File: src/rtl/uitf_pkg.sv
// Package for the unsigned integer to float unit: word types, codes, stage structs.
// No dependencies.
`timescale 1ns / 1ps

package uitf_pkg;

  localparam int unsigned SRC_W   = 64;
  localparam int unsigned RES_W   = 64;
  localparam int unsigned MSB_W   = 6;
  localparam int unsigned GROUPS  = 8;
  localparam int unsigned CFG_IDX_W  = 2;
  localparam int unsigned CFG_DATA_W = 2;

  localparam logic [7:0]  SP_EXP_OFFSET = 8'd127;
  localparam logic [10:0] DP_EXP_OFFSET = 11'd1023;

  typedef enum logic [1:0] {
    RM_NEAREST = 2'd0,
    RM_ZERO    = 2'd1,
    RM_UP      = 2'd2,
    RM_DOWN    = 2'd3
  } rmode_t;

  typedef enum logic [1:0] {
    OP_U32_SGL = 2'd0,
    OP_U32_DBL = 2'd1,
    OP_U64_SGL = 2'd2,
    OP_U64_DBL = 2'd3
  } opcode_t;

  localparam logic [CFG_IDX_W-1:0] CFG_RND_MODE    = 2'd0;
  localparam logic [CFG_IDX_W-1:0] CFG_TRAP_ENABLE = 2'd1;

  typedef struct packed {
    opcode_t           opcode;
    logic [SRC_W-1:0]  source_value;
  } uitf_in_t;

  typedef struct packed {
    logic [RES_W-1:0]  result_bits;
    logic              trap_taken;
    logic              inexact_sticky;
  } uitf_out_t;

  typedef struct packed {
    rmode_t rnd_mode;
    logic   trap_enable;
  } uitf_cfg_t;

  // after the byte scan
  typedef struct packed {
    logic                    valid;
    logic                    dbl;
    logic [SRC_W-1:0]        value;
    logic [GROUPS-1:0]       nz;
    logic [GROUPS-1:0][2:0]  pos;
  } uitf_scan_t;

  // leading-one position known, value possibly normalized
  typedef struct packed {
    logic              valid;
    logic              dbl;
    logic              zero;
    logic [MSB_W-1:0]  msb;
    logic [SRC_W-1:0]  value;
  } uitf_norm_t;

endpackage

File: src/rtl/uitf_lzd.sv
// Leading-one detector: byte scan stage, then group pick stage.
// Depends on uitf_pkg.
`timescale 1ns / 1ps

module uitf_lzd (
  input  logic               clk,
  input  logic               rst,
  input  logic               accept,
  input  uitf_pkg::uitf_in_t operand,
  output uitf_pkg::uitf_norm_t lzd_out
);

  uitf_pkg::uitf_scan_t scan;
  uitf_pkg::uitf_scan_t scan_next;
  uitf_pkg::uitf_norm_t pick_next;

  // leading one inside one byte
  function automatic logic [2:0] lead8(input logic [7:0] b);
    logic [2:0] p;
    p = 3'd0;
    for (int i = 1; i < 8; i++) begin
      if (b[i]) p = 3'(i);
    end
    return p;
  endfunction

  // mask the source and scan each byte
  always_comb begin
    scan_next       = '0;
    scan_next.valid = accept;
    scan_next.dbl   = operand.opcode[0];
    scan_next.value = operand.opcode[1] ? operand.source_value
                                        : {32'd0, operand.source_value[31:0]};
    for (int g = 0; g < uitf_pkg::GROUPS; g++) begin
      scan_next.nz[g]  = |scan_next.value[8*g +: 8];
      scan_next.pos[g] = lead8(scan_next.value[8*g +: 8]);
    end
  end

  always_ff @(posedge clk) begin
    if (rst) begin
      scan.valid <= 1'b0;
    end else begin
      scan.valid <= scan_next.valid;
    end
    scan.dbl   <= scan_next.dbl;
    scan.value <= scan_next.value;
    scan.nz    <= scan_next.nz;
    scan.pos   <= scan_next.pos;
  end

  // pick the highest nonzero byte
  always_comb begin
    pick_next       = '0;
    pick_next.valid = scan.valid;
    pick_next.dbl   = scan.dbl;
    pick_next.value = scan.value;
    pick_next.zero  = ~|scan.nz;
    for (int g = 0; g < uitf_pkg::GROUPS; g++) begin
      if (scan.nz[g]) pick_next.msb = {3'(g), scan.pos[g]};
    end
  end

  always_ff @(posedge clk) begin
    if (rst) begin
      lzd_out.valid <= 1'b0;
    end else begin
      lzd_out.valid <= pick_next.valid;
    end
    lzd_out.dbl   <= pick_next.dbl;
    lzd_out.zero  <= pick_next.zero;
    lzd_out.msb   <= pick_next.msb;
    lzd_out.value <= pick_next.value;
  end

endmodule

File: src/rtl/uitf_norm.sv
// Normalizing shifter: byte-step shift stage, then bit-step shift stage.
// Depends on uitf_pkg.
`timescale 1ns / 1ps

module uitf_norm (
  input  logic                 clk,
  input  logic                 rst,
  input  uitf_pkg::uitf_norm_t norm_in,
  output uitf_pkg::uitf_norm_t norm_out
);

  uitf_pkg::uitf_norm_t coarse;
  logic [uitf_pkg::MSB_W-1:0] shamt_in;
  logic [2:0]                 shamt_fine;

  // shift amount is 63 - msb
  assign shamt_in   = ~norm_in.msb;
  assign shamt_fine = ~coarse.msb[2:0];

  // shift by whole bytes
  always_ff @(posedge clk) begin
    if (rst) begin
      coarse.valid <= 1'b0;
    end else begin
      coarse.valid <= norm_in.valid;
    end
    coarse.dbl   <= norm_in.dbl;
    coarse.zero  <= norm_in.zero;
    coarse.msb   <= norm_in.msb;
    coarse.value <= norm_in.value << {shamt_in[5:3], 3'b000};
  end

  // finish with the bit shift; leading one lands on bit 63
  always_ff @(posedge clk) begin
    if (rst) begin
      norm_out.valid <= 1'b0;
    end else begin
      norm_out.valid <= coarse.valid;
    end
    norm_out.dbl   <= coarse.dbl;
    norm_out.zero  <= coarse.zero;
    norm_out.msb   <= coarse.msb;
    norm_out.value <= coarse.value << shamt_fine;
  end

endmodule

File: src/rtl/uitf_round.sv
// Rounding stage: builds exponent and fraction, rounds, tracks the sticky flag.
// Depends on uitf_pkg.
`timescale 1ns / 1ps

module uitf_round (
  input  logic                 clk,
  input  logic                 rst,
  input  uitf_pkg::uitf_cfg_t  cfg,
  input  uitf_pkg::uitf_norm_t norm_in,
  output logic                 done,
  output uitf_pkg::uitf_out_t  result
);

  logic        flag;
  logic        flag_next;
  logic        lsb, guard, stick, inexact, inc;
  logic [7:0]  exp_s;
  logic [10:0] exp_d;
  logic [30:0] sum_s;
  logic [62:0] sum_d;
  uitf_pkg::uitf_out_t result_next;

  always_comb begin
    // select rounding bits by format
    if (norm_in.dbl) begin
      lsb   = norm_in.value[11];
      guard = norm_in.value[10];
      stick = |norm_in.value[9:0];
    end else begin
      lsb   = norm_in.value[40];
      guard = norm_in.value[39];
      stick = |norm_in.value[38:0];
    end
    inexact = ~norm_in.zero & (guard | stick);

    // round increment by mode; down acts as truncate for positive values
    case (cfg.rnd_mode)
      uitf_pkg::RM_NEAREST: inc = guard & (stick | lsb);
      uitf_pkg::RM_UP:      inc = guard | stick;
      default:              inc = 1'b0;
    endcase

    // exponent plus fraction, carry of the increment runs into exponent
    exp_s = {2'b00, norm_in.msb} + uitf_pkg::SP_EXP_OFFSET;
    exp_d = {5'b00000, norm_in.msb} + uitf_pkg::DP_EXP_OFFSET;
    sum_s = {exp_s, norm_in.value[62:40]} + {30'd0, inc};
    sum_d = {exp_d, norm_in.value[62:11]} + {62'd0, inc};

    result_next = '0;
    if (!norm_in.zero) begin
      result_next.result_bits = norm_in.dbl ? {1'b0, sum_d} : {33'd0, sum_s};
    end
    result_next.trap_taken = inexact & cfg.trap_enable;
    flag_next = flag | (inexact & ~cfg.trap_enable);
    result_next.inexact_sticky = flag_next;
  end

  always_ff @(posedge clk) begin
    if (rst) begin
      done <= 1'b0;
      flag <= 1'b0;
    end else begin
      done <= norm_in.valid;
      if (norm_in.valid) flag <= flag_next;
    end
    result <= result_next;
  end

endmodule

File: src/rtl/unsigned_int_to_ieee_float_unit.sv
// Top level of the unsigned integer to IEEE float converter.
// Depends on uitf_pkg, uitf_lzd, uitf_norm, uitf_round.
//
//   channel   ports                            dir   handshake
//   --------  -------------------------------  ----  -------------------------
//   command   start, busy, operand             in    start && !busy
//   result    done, result                     out   done strobe, one cycle
//   config    cfg_valid, cfg_ready, cfg_index,  in    cfg_valid && cfg_ready
//             cfg_data
//
// One word enters per cycle; each result passes through one register stage
// each for byte scan, group pick, byte shift, bit shift and rounding.
// busy stays low and cfg_ready stays high.
// Synchronous reset clears the stage valid bits, the sticky inexact flag and
// the configuration registers. The result side has no stall.
`timescale 1ns / 1ps

module unsigned_int_to_ieee_float_unit (
  input  logic                                clk,
  input  logic                                rst,
  input  logic                                start,
  output logic                                busy,
  input  uitf_pkg::uitf_in_t                  operand,
  output logic                                done,
  output uitf_pkg::uitf_out_t                 result,
  input  logic                                cfg_valid,
  output logic                                cfg_ready,
  input  logic [uitf_pkg::CFG_IDX_W-1:0]      cfg_index,
  input  logic [uitf_pkg::CFG_DATA_W-1:0]     cfg_data
);

  uitf_pkg::uitf_cfg_t  cfg;
  uitf_pkg::uitf_norm_t lzd_q;
  uitf_pkg::uitf_norm_t norm_q;
  logic                 accept;

  assign busy      = 1'b0;
  assign cfg_ready = 1'b1;
  assign accept    = start & ~busy;

  // configuration registers; unknown indexes drop
  always_ff @(posedge clk) begin
    if (rst) begin
      cfg.rnd_mode    <= uitf_pkg::RM_NEAREST;
      cfg.trap_enable <= 1'b0;
    end else if (cfg_valid && cfg_ready) begin
      unique case (cfg_index)
        uitf_pkg::CFG_RND_MODE:    cfg.rnd_mode    <= uitf_pkg::rmode_t'(cfg_data);
        uitf_pkg::CFG_TRAP_ENABLE: cfg.trap_enable <= cfg_data[0];
        default: ;
      endcase
    end
  end

  uitf_lzd u_lzd (
    .clk     (clk),
    .rst     (rst),
    .accept  (accept),
    .operand (operand),
    .lzd_out (lzd_q)
  );

  uitf_norm u_norm (
    .clk      (clk),
    .rst      (rst),
    .norm_in  (lzd_q),
    .norm_out (norm_q)
  );

  uitf_round u_round (
    .clk     (clk),
    .rst     (rst),
    .cfg     (cfg),
    .norm_in (norm_q),
    .done    (done),
    .result  (result)
  );

endmodule

File: config.mk
export PLATFORM = sky130hd
export DESIGN_NAME = unsigned_int_to_ieee_float_unit
export DESIGN_NICKNAME = d
export VERILOG_FILES = /design/src/rtl/uitf_pkg.sv /design/src/rtl/uitf_lzd.sv /design/src/rtl/uitf_norm.sv /design/src/rtl/uitf_round.sv /design/src/rtl/unsigned_int_to_ieee_float_unit.sv
export SDC_FILE = /design/constraint.sdc
export NUM_CORES = 1
export LEC_CHECK = 0
export ABC_CLOCK_PERIOD_IN_PS = 7300
export BUFFER_PORTS_ARGS = -buffer_cell sky130_fd_sc_hd__buf_2
export CORE_MARGIN = 1.5
export CORE_UTILIZATION = 45
export CTS_CLUSTER_DIAMETER = 120
export DETAILED_ROUTE_END_ITERATION = 12
export GPL_TIMING_DRIVEN = 0
export HOLD_SLACK_MARGIN = 0.02
export SETUP_SLACK_MARGIN = 0.5
export SYNTH_ARGS = -nofsm -noshare
export SYNTH_HDL_FRONTEND = slang
export SYNTH_HIERARCHICAL = 1
export SYNTH_SLANG_ARGS = --single-unit
File: constraint.sdc
create_clock -name clk -period 7.3 [get_ports clk]
set_clock_uncertainty 0.1 [all_clocks]
set_input_delay 1.825 -clock clk [delete_from_list [all_inputs] [get_ports clk]]
set_output_delay 1.825 -clock clk [all_outputs]
set_load 0.005 [all_outputs]
==> impl_metrics.ini, run 1 <==
[outcome]
status = finished, final reports clean

[timing]
drv_slew = 0
setup_viol = 0
worst_pin_slew_ps = 1150
setup_tns_ps = 0
hold_violations = 0
max_freq_mhz = 231
period_share_pct = 59.4
rsz0062_at_grt = false
fin_crit_ps = 4340
timing.final.ws_setup_ps = 2960
relSlewSlack_pct = 22.9

[die]
dieArea_sq_mm = 0.0349
start_util_pct = 45.5
die_w_microns = 187
core_sq_mm = 0.0334
die_h_microns = 187
row_count = 67
ioPinCount = 143

[clock_network]
cts-buffers-inserted = 38
postCtsSetupRepairBufs = 0
clkLatencyLatePin_ps = 540
cts_hold_buf = 0
cts.sinks = 383
clock-root-buffer = clkbuf_16
path_clk_slew_ps = 70
htreeDepth = 2
post_cts_resized = 0
cts_max_path_buffers = 3
cts_tree = built

[layout]
seq_area_sq_mm = 0.00767
layout_commonest_cell = dfxtp_1
antenna_cells = 0
final_cell_mix = dfxtp_1, buf_2, nor2_1
multi_input_area_sq_mm = 0.00691
final_nets = 1763
area_delta_synth_final_pct = 16.8
drive_gt1_share_pct = 21.5
fill_cells = 3069

[detailed_routing]
wl_per_cell_microns = 21.2
num_vias = 12000
vias_per_cell = 5.56
drtAntennaViolNets = 0
drcViolationCount = 0
drt-pass1-iter-count = 5
dr.first_iter.drc_count = 1020
wirelength_microns = 45600

[setup_path]
cpMostUsedCell = ha_1
worstPathMaxFanout = 10
critPathArrivalTime_ps = 4680
slowest_delay_ps = 800
r2r_slack_ps = 2960
start_kind = flop
slowest_stage = nor3_1
cp_top_family = simple AND/OR/NAND/NOR gates
cp_num_buf_inv = 1
required_ps = 7650
endpoint_kind = flop
critical_path_class = reg2reg
worstPathCellList = clkbuf_1 > mux2i_1 > o21bai_1 > a211oi_1 > ha_1 > ha_1 > nand2_1 > nor3_1 > nand4_1 > or3_1 > a21oi_1

[synth]
avgSynthCellArea_sq_um = 10.1
synth_fp_nets = 1583
yosysWarnings = 6
syn_area_sq_mm = 0.0152
synthCells = 1503

[global_route]
grt_max_degree = 16
globalRoute.totalOverflow = 0
grt_pass1_vias = 11500
grt_pass1_wl_microns = 68700
antenna_found_initial = 1
grt_usage_pct = 25.7

[placed_design]
io_buffers = 139
dpl_worst_slack_ps = 2910
hpwl_microns = 36200
gp_congestion = 0.955

[pwr]
max-vdd-ir-drop_uv = 203
p_leak_uw = 0.00728
power_density_mw_per_mm2 = 311

[min_path]
min_path_type = reg2reg

[run]
cap_violations = 0
## path summary, 6_finish.rpt
kind | start | endpoint | depth (start not counted)
worst max-delay path | u_norm/norm_out[71] | u_round/result[50] | 11
worst min-delay path | u_lzd/pick_next[41] | u_lzd/lzd_out[41] | 0
worst max register to register | u_norm/norm_out[71] | u_round/result[50] | 11
worst min register to register | u_lzd/pick_next[41] | u_lzd/lzd_out[41] | 0
## power by group
group          internal [uW]  switching, uW  leakage, uW
sequential              2350            215      0.00321
clock                   1170            790     0.000629
combinational            425            579      0.00344
total                   3950           1580      0.00728
## state kept, by name (all words and copies together), names as in the netlist
name	flops
u_norm/norm_out	72
u_round/done	1
u_lzd/pick_next	65
cfg	3
u_round/flag	1
u_lzd/lzd_out	72
u_round/result	65
u_norm/coarse	72
u_lzd/scan	32
## metal layers
metal	vias up	part of all wire (%)	GRT usage (%)
li1	5841	-	-
met1	5539	40	29.4
met2	468	49	45.7
met3	143	4.4	3.32
met4	0	6.3	15.8
met5	-	0	0
## area by class of cell
type | instances | area share [%]
repair buffers | 140 | 3.94
clock buffers | 49 | 6.15
plain buffers | 92 | 2.91
clock inverters | 17 | 1.13
inverters | 34 | 0.718
well taps | 448 | 3.15
flip-flops and latches | 383 | 43.1
multi-input cells | 994 | 38.9
## stage by stage
step / instance area (sq um) / utilization, % / total power [uW] / cells / hold slack [ps]
final: 17800 / 53.1 / 5530 / 2157 / 219
after floorplan: 15200 / - / 3190 / 1503 / 210
after detailed placement: 16500 / 49.3 / 3600 / 2090 / 212
after global placement: 16500 / 49.3 / 3590 / 2090 / 210
after global routing: 17800 / 53.1 / 5780 / 2157 / 227
after CTS: 17800 / 53.1 / 5560 / 2156 / 222
Note: power is estimated with default switching activity, not from simulation.
==> run 2, diff against run 1 <==
- ABC_AREA: unset -> 1
- ABC_CLOCK_PERIOD_IN_PS: 7300 -> 4350
- clock period: 7.3 -> 4.35 ns (I/O delays scaled with it)
==> run 2 against run 1 <==
Sequential power is 68% higher. Area after synthesis up 9.2%. Routed wire length up 23%. Count of clock-buffer cells in the layout rose by 2. Fmax grew 16%. Clock power is 67% higher. Utilization decreased by 0.57 points. Critical endpoint is now u_round/result[18]. Via count increased by 31%. Largest power group unchanged.
==> impl_metrics.ini, run 2 <==
[detailed_routing]
wirelength_microns = 56000
wl_per_cell_microns = 18.6
drtAntennaViolNets = 0
dr.first_iter.drc_count = 1231
drcViolationCount = 0
drt-pass1-iter-count = 8
num_vias = 15700
vias_per_cell = 5.21

[clock_network]
cts_max_path_buffers = 3
postCtsSetupRepairBufs = 0
path_clk_slew_ps = 60
clkLatencyLatePin_ps = 550
cts_tree = built
clock-root-buffer = clkbuf_16
cts-buffers-inserted = 38
htreeDepth = 2
cts.sinks = 383

[timing]
setup_tns_ps = 0
drv_slew = 0
setup_viol = 0
max_freq_mhz = 269
fin_crit_ps = 3720
worst_pin_slew_ps = 772
period_share_pct = 85.6
hold_violations = 0
rsz0062_at_grt = false
relSlewSlack_pct = 48.5

[placed_design]
io_buffers = 139
gp_congestion = 0.981
hpwl_microns = 46600
dp_cells = 2944

[layout]
final_cells = 3011
area_delta_synth_final_pct = 15.5
final_nets = 2596
antenna_cells = 0
drive_gt1_share_pct = 14.2
seq_area_sq_mm = 0.00767
fill_cells = 3645
final_cell_mix = nand2_1, nand3_1, dfxtp_1
layout_commonest_cell = nand2_1
multi_input_area_sq_mm = 0.00761
reg_top3 = u_lzd/lzd_out x72, u_norm/coarse x72, u_norm/norm_out x72

[min_path]
min_path_type = reg2reg

[global_route]
grt_max_degree = 17
grt_pass1_vias = 15200
globalRoute.totalOverflow = 0
grt_pass1_wl_microns = 84400
antenna_found_initial = 0
grt_usage_pct = 29.4

[pwr]
swShare_pct = 30.6
max-vdd-ir-drop_uv = 358
power_density_mw_per_mm2 = 492
p_leak_uw = 0.00933
p_clk_share_pct = 34.6
switching_power_uw = 2890
power.internal_uw = 6550
p_seq_share_pct = 45.7
p_comb_share_pct = 19.8

[setup_path]
slowest_stage = o211ai_1
worstPathCellList = inv_1 > nand2_1 > nor2_1 > nand2_1 > nor2_1 > nand2_1 > nand2_1 > nand3_1 > nand2_1 > a21oi_2 > ha_4 > ha_1 > nand3_2 > nor2_4 > nand3_1 > inv_2 > nand2_1 > o211ai_1 > a21oi_1
endpoint_kind = flop
critPathCapture = u_round/result[18]
cp_num_buf_inv = 2
cpMostUsedCell = nand2_1
critical_path_class = reg2reg
cp_top_family = simple AND/OR/NAND/NOR gates
rr_endpoint = u_round/result[18]
worstPathMaxFanout = 5
critPathArrivalTime_ps = 4010
slowest_delay_ps = 440
start_kind = flop
r2r_start = u_norm/norm_out[33]
required_ps = 4640
path_depth = 19
r2r_slack_ps = 630
reg2reg_depth = 19
startpoint = u_norm/norm_out[33]

[synth]
yosysWarnings = 6
syn_area_sq_mm = 0.0166
avgSynthCellArea_sq_um = 7.11
synthCells = 2337
synth_fp_nets = 2417

[die]
row_count = 70
die_h_microns = 195
ioPinCount = 143
core_sq_mm = 0.0365
start_util_pct = 45.5
die_w_microns = 195
dieArea_sq_mm = 0.0381

[run]
cap_violations = 0

[outcome]
status = finished, final reports clean
-- run 2: per-layer routing --
layer	vias up	global-route usage (%)	part of all wire (%)
met4	0	19.5	7.0
met1	7114	32.5	39
met5	-	0	0
met2	578	53.1	50
met3	138	3.26	4.3
li1	7858	-	-
-- run 2: layout make-up --
type,count,area share (%)
Clock buffer,51,5.53
Timing Repair Buffer,139,3.62
Multi-Input combinational cell,1646,39.7
Clock inverter,16,1.08
Tap cell,468,3.05
Buffer,97,3.00
Sequential cell,383,39.9
Inverter,211,4.14
-- run 2: power groups by stage --
| stage | sequential (uW) | combinational [uW] | clock (uW) |
|---|---|---|---|
| after CTS | 4310 | 1840 | 3350 |
| after global routing | 4350 | 2070 | 3480 |
| after detailed placement | 4380 | 1830 | 0 |
| after global placement | 4370 | 1820 | 0 |
| final | 4310 | 1870 | 3270 |
| after floorplan | 4250 | 1210 | 0 |
-- run 2: worst min path at each step --
stage / cells after the start / endpoint / start / slack, ps
finish: 0 / u_lzd/lzd_out[71] / u_lzd/pick_next[71] / 220
floorplan: 0 / u_lzd/lzd_out[0] / u_lzd/pick_next[0] / 210
global route: 0 / u_lzd/lzd_out[6] / u_lzd/pick_next[6] / 230
global placement: 0 / u_norm/coarse[65] / u_lzd/lzd_out[65] / 210
detailed placement: 0 / u_lzd/lzd_out[13] / u_lzd/pick_next[13] / 210
CTS: 0 / u_lzd/lzd_out[6] / u_lzd/pick_next[6] / 220
-- run 2: stage by stage --
step	power [uW]	cell area [sq um]	utilization [%]	setup slack (ps)	hold WS (ps)
2_1_floorplan	5460	16600	-	1570	210
3_3_place_gp	6190	17900	49.0	70.5	210
3_5_place_dp	6210	17900	49.0	64.7	212
4_1_cts	9490	19200	52.5	558	222
5_1_grt	9900	19200	52.6	542	228
6_report	9440	19200	52.6	627	223
-- run 2: repair_timing --
| action | in CTS | in global routing |
|---|---|---|
| gates resized for setup | 6 | 3 |
| hold buffers | 0 | 0 |
| setup endpoints to repair | 6 | 1 |
| pin swaps | 1 | 1 |
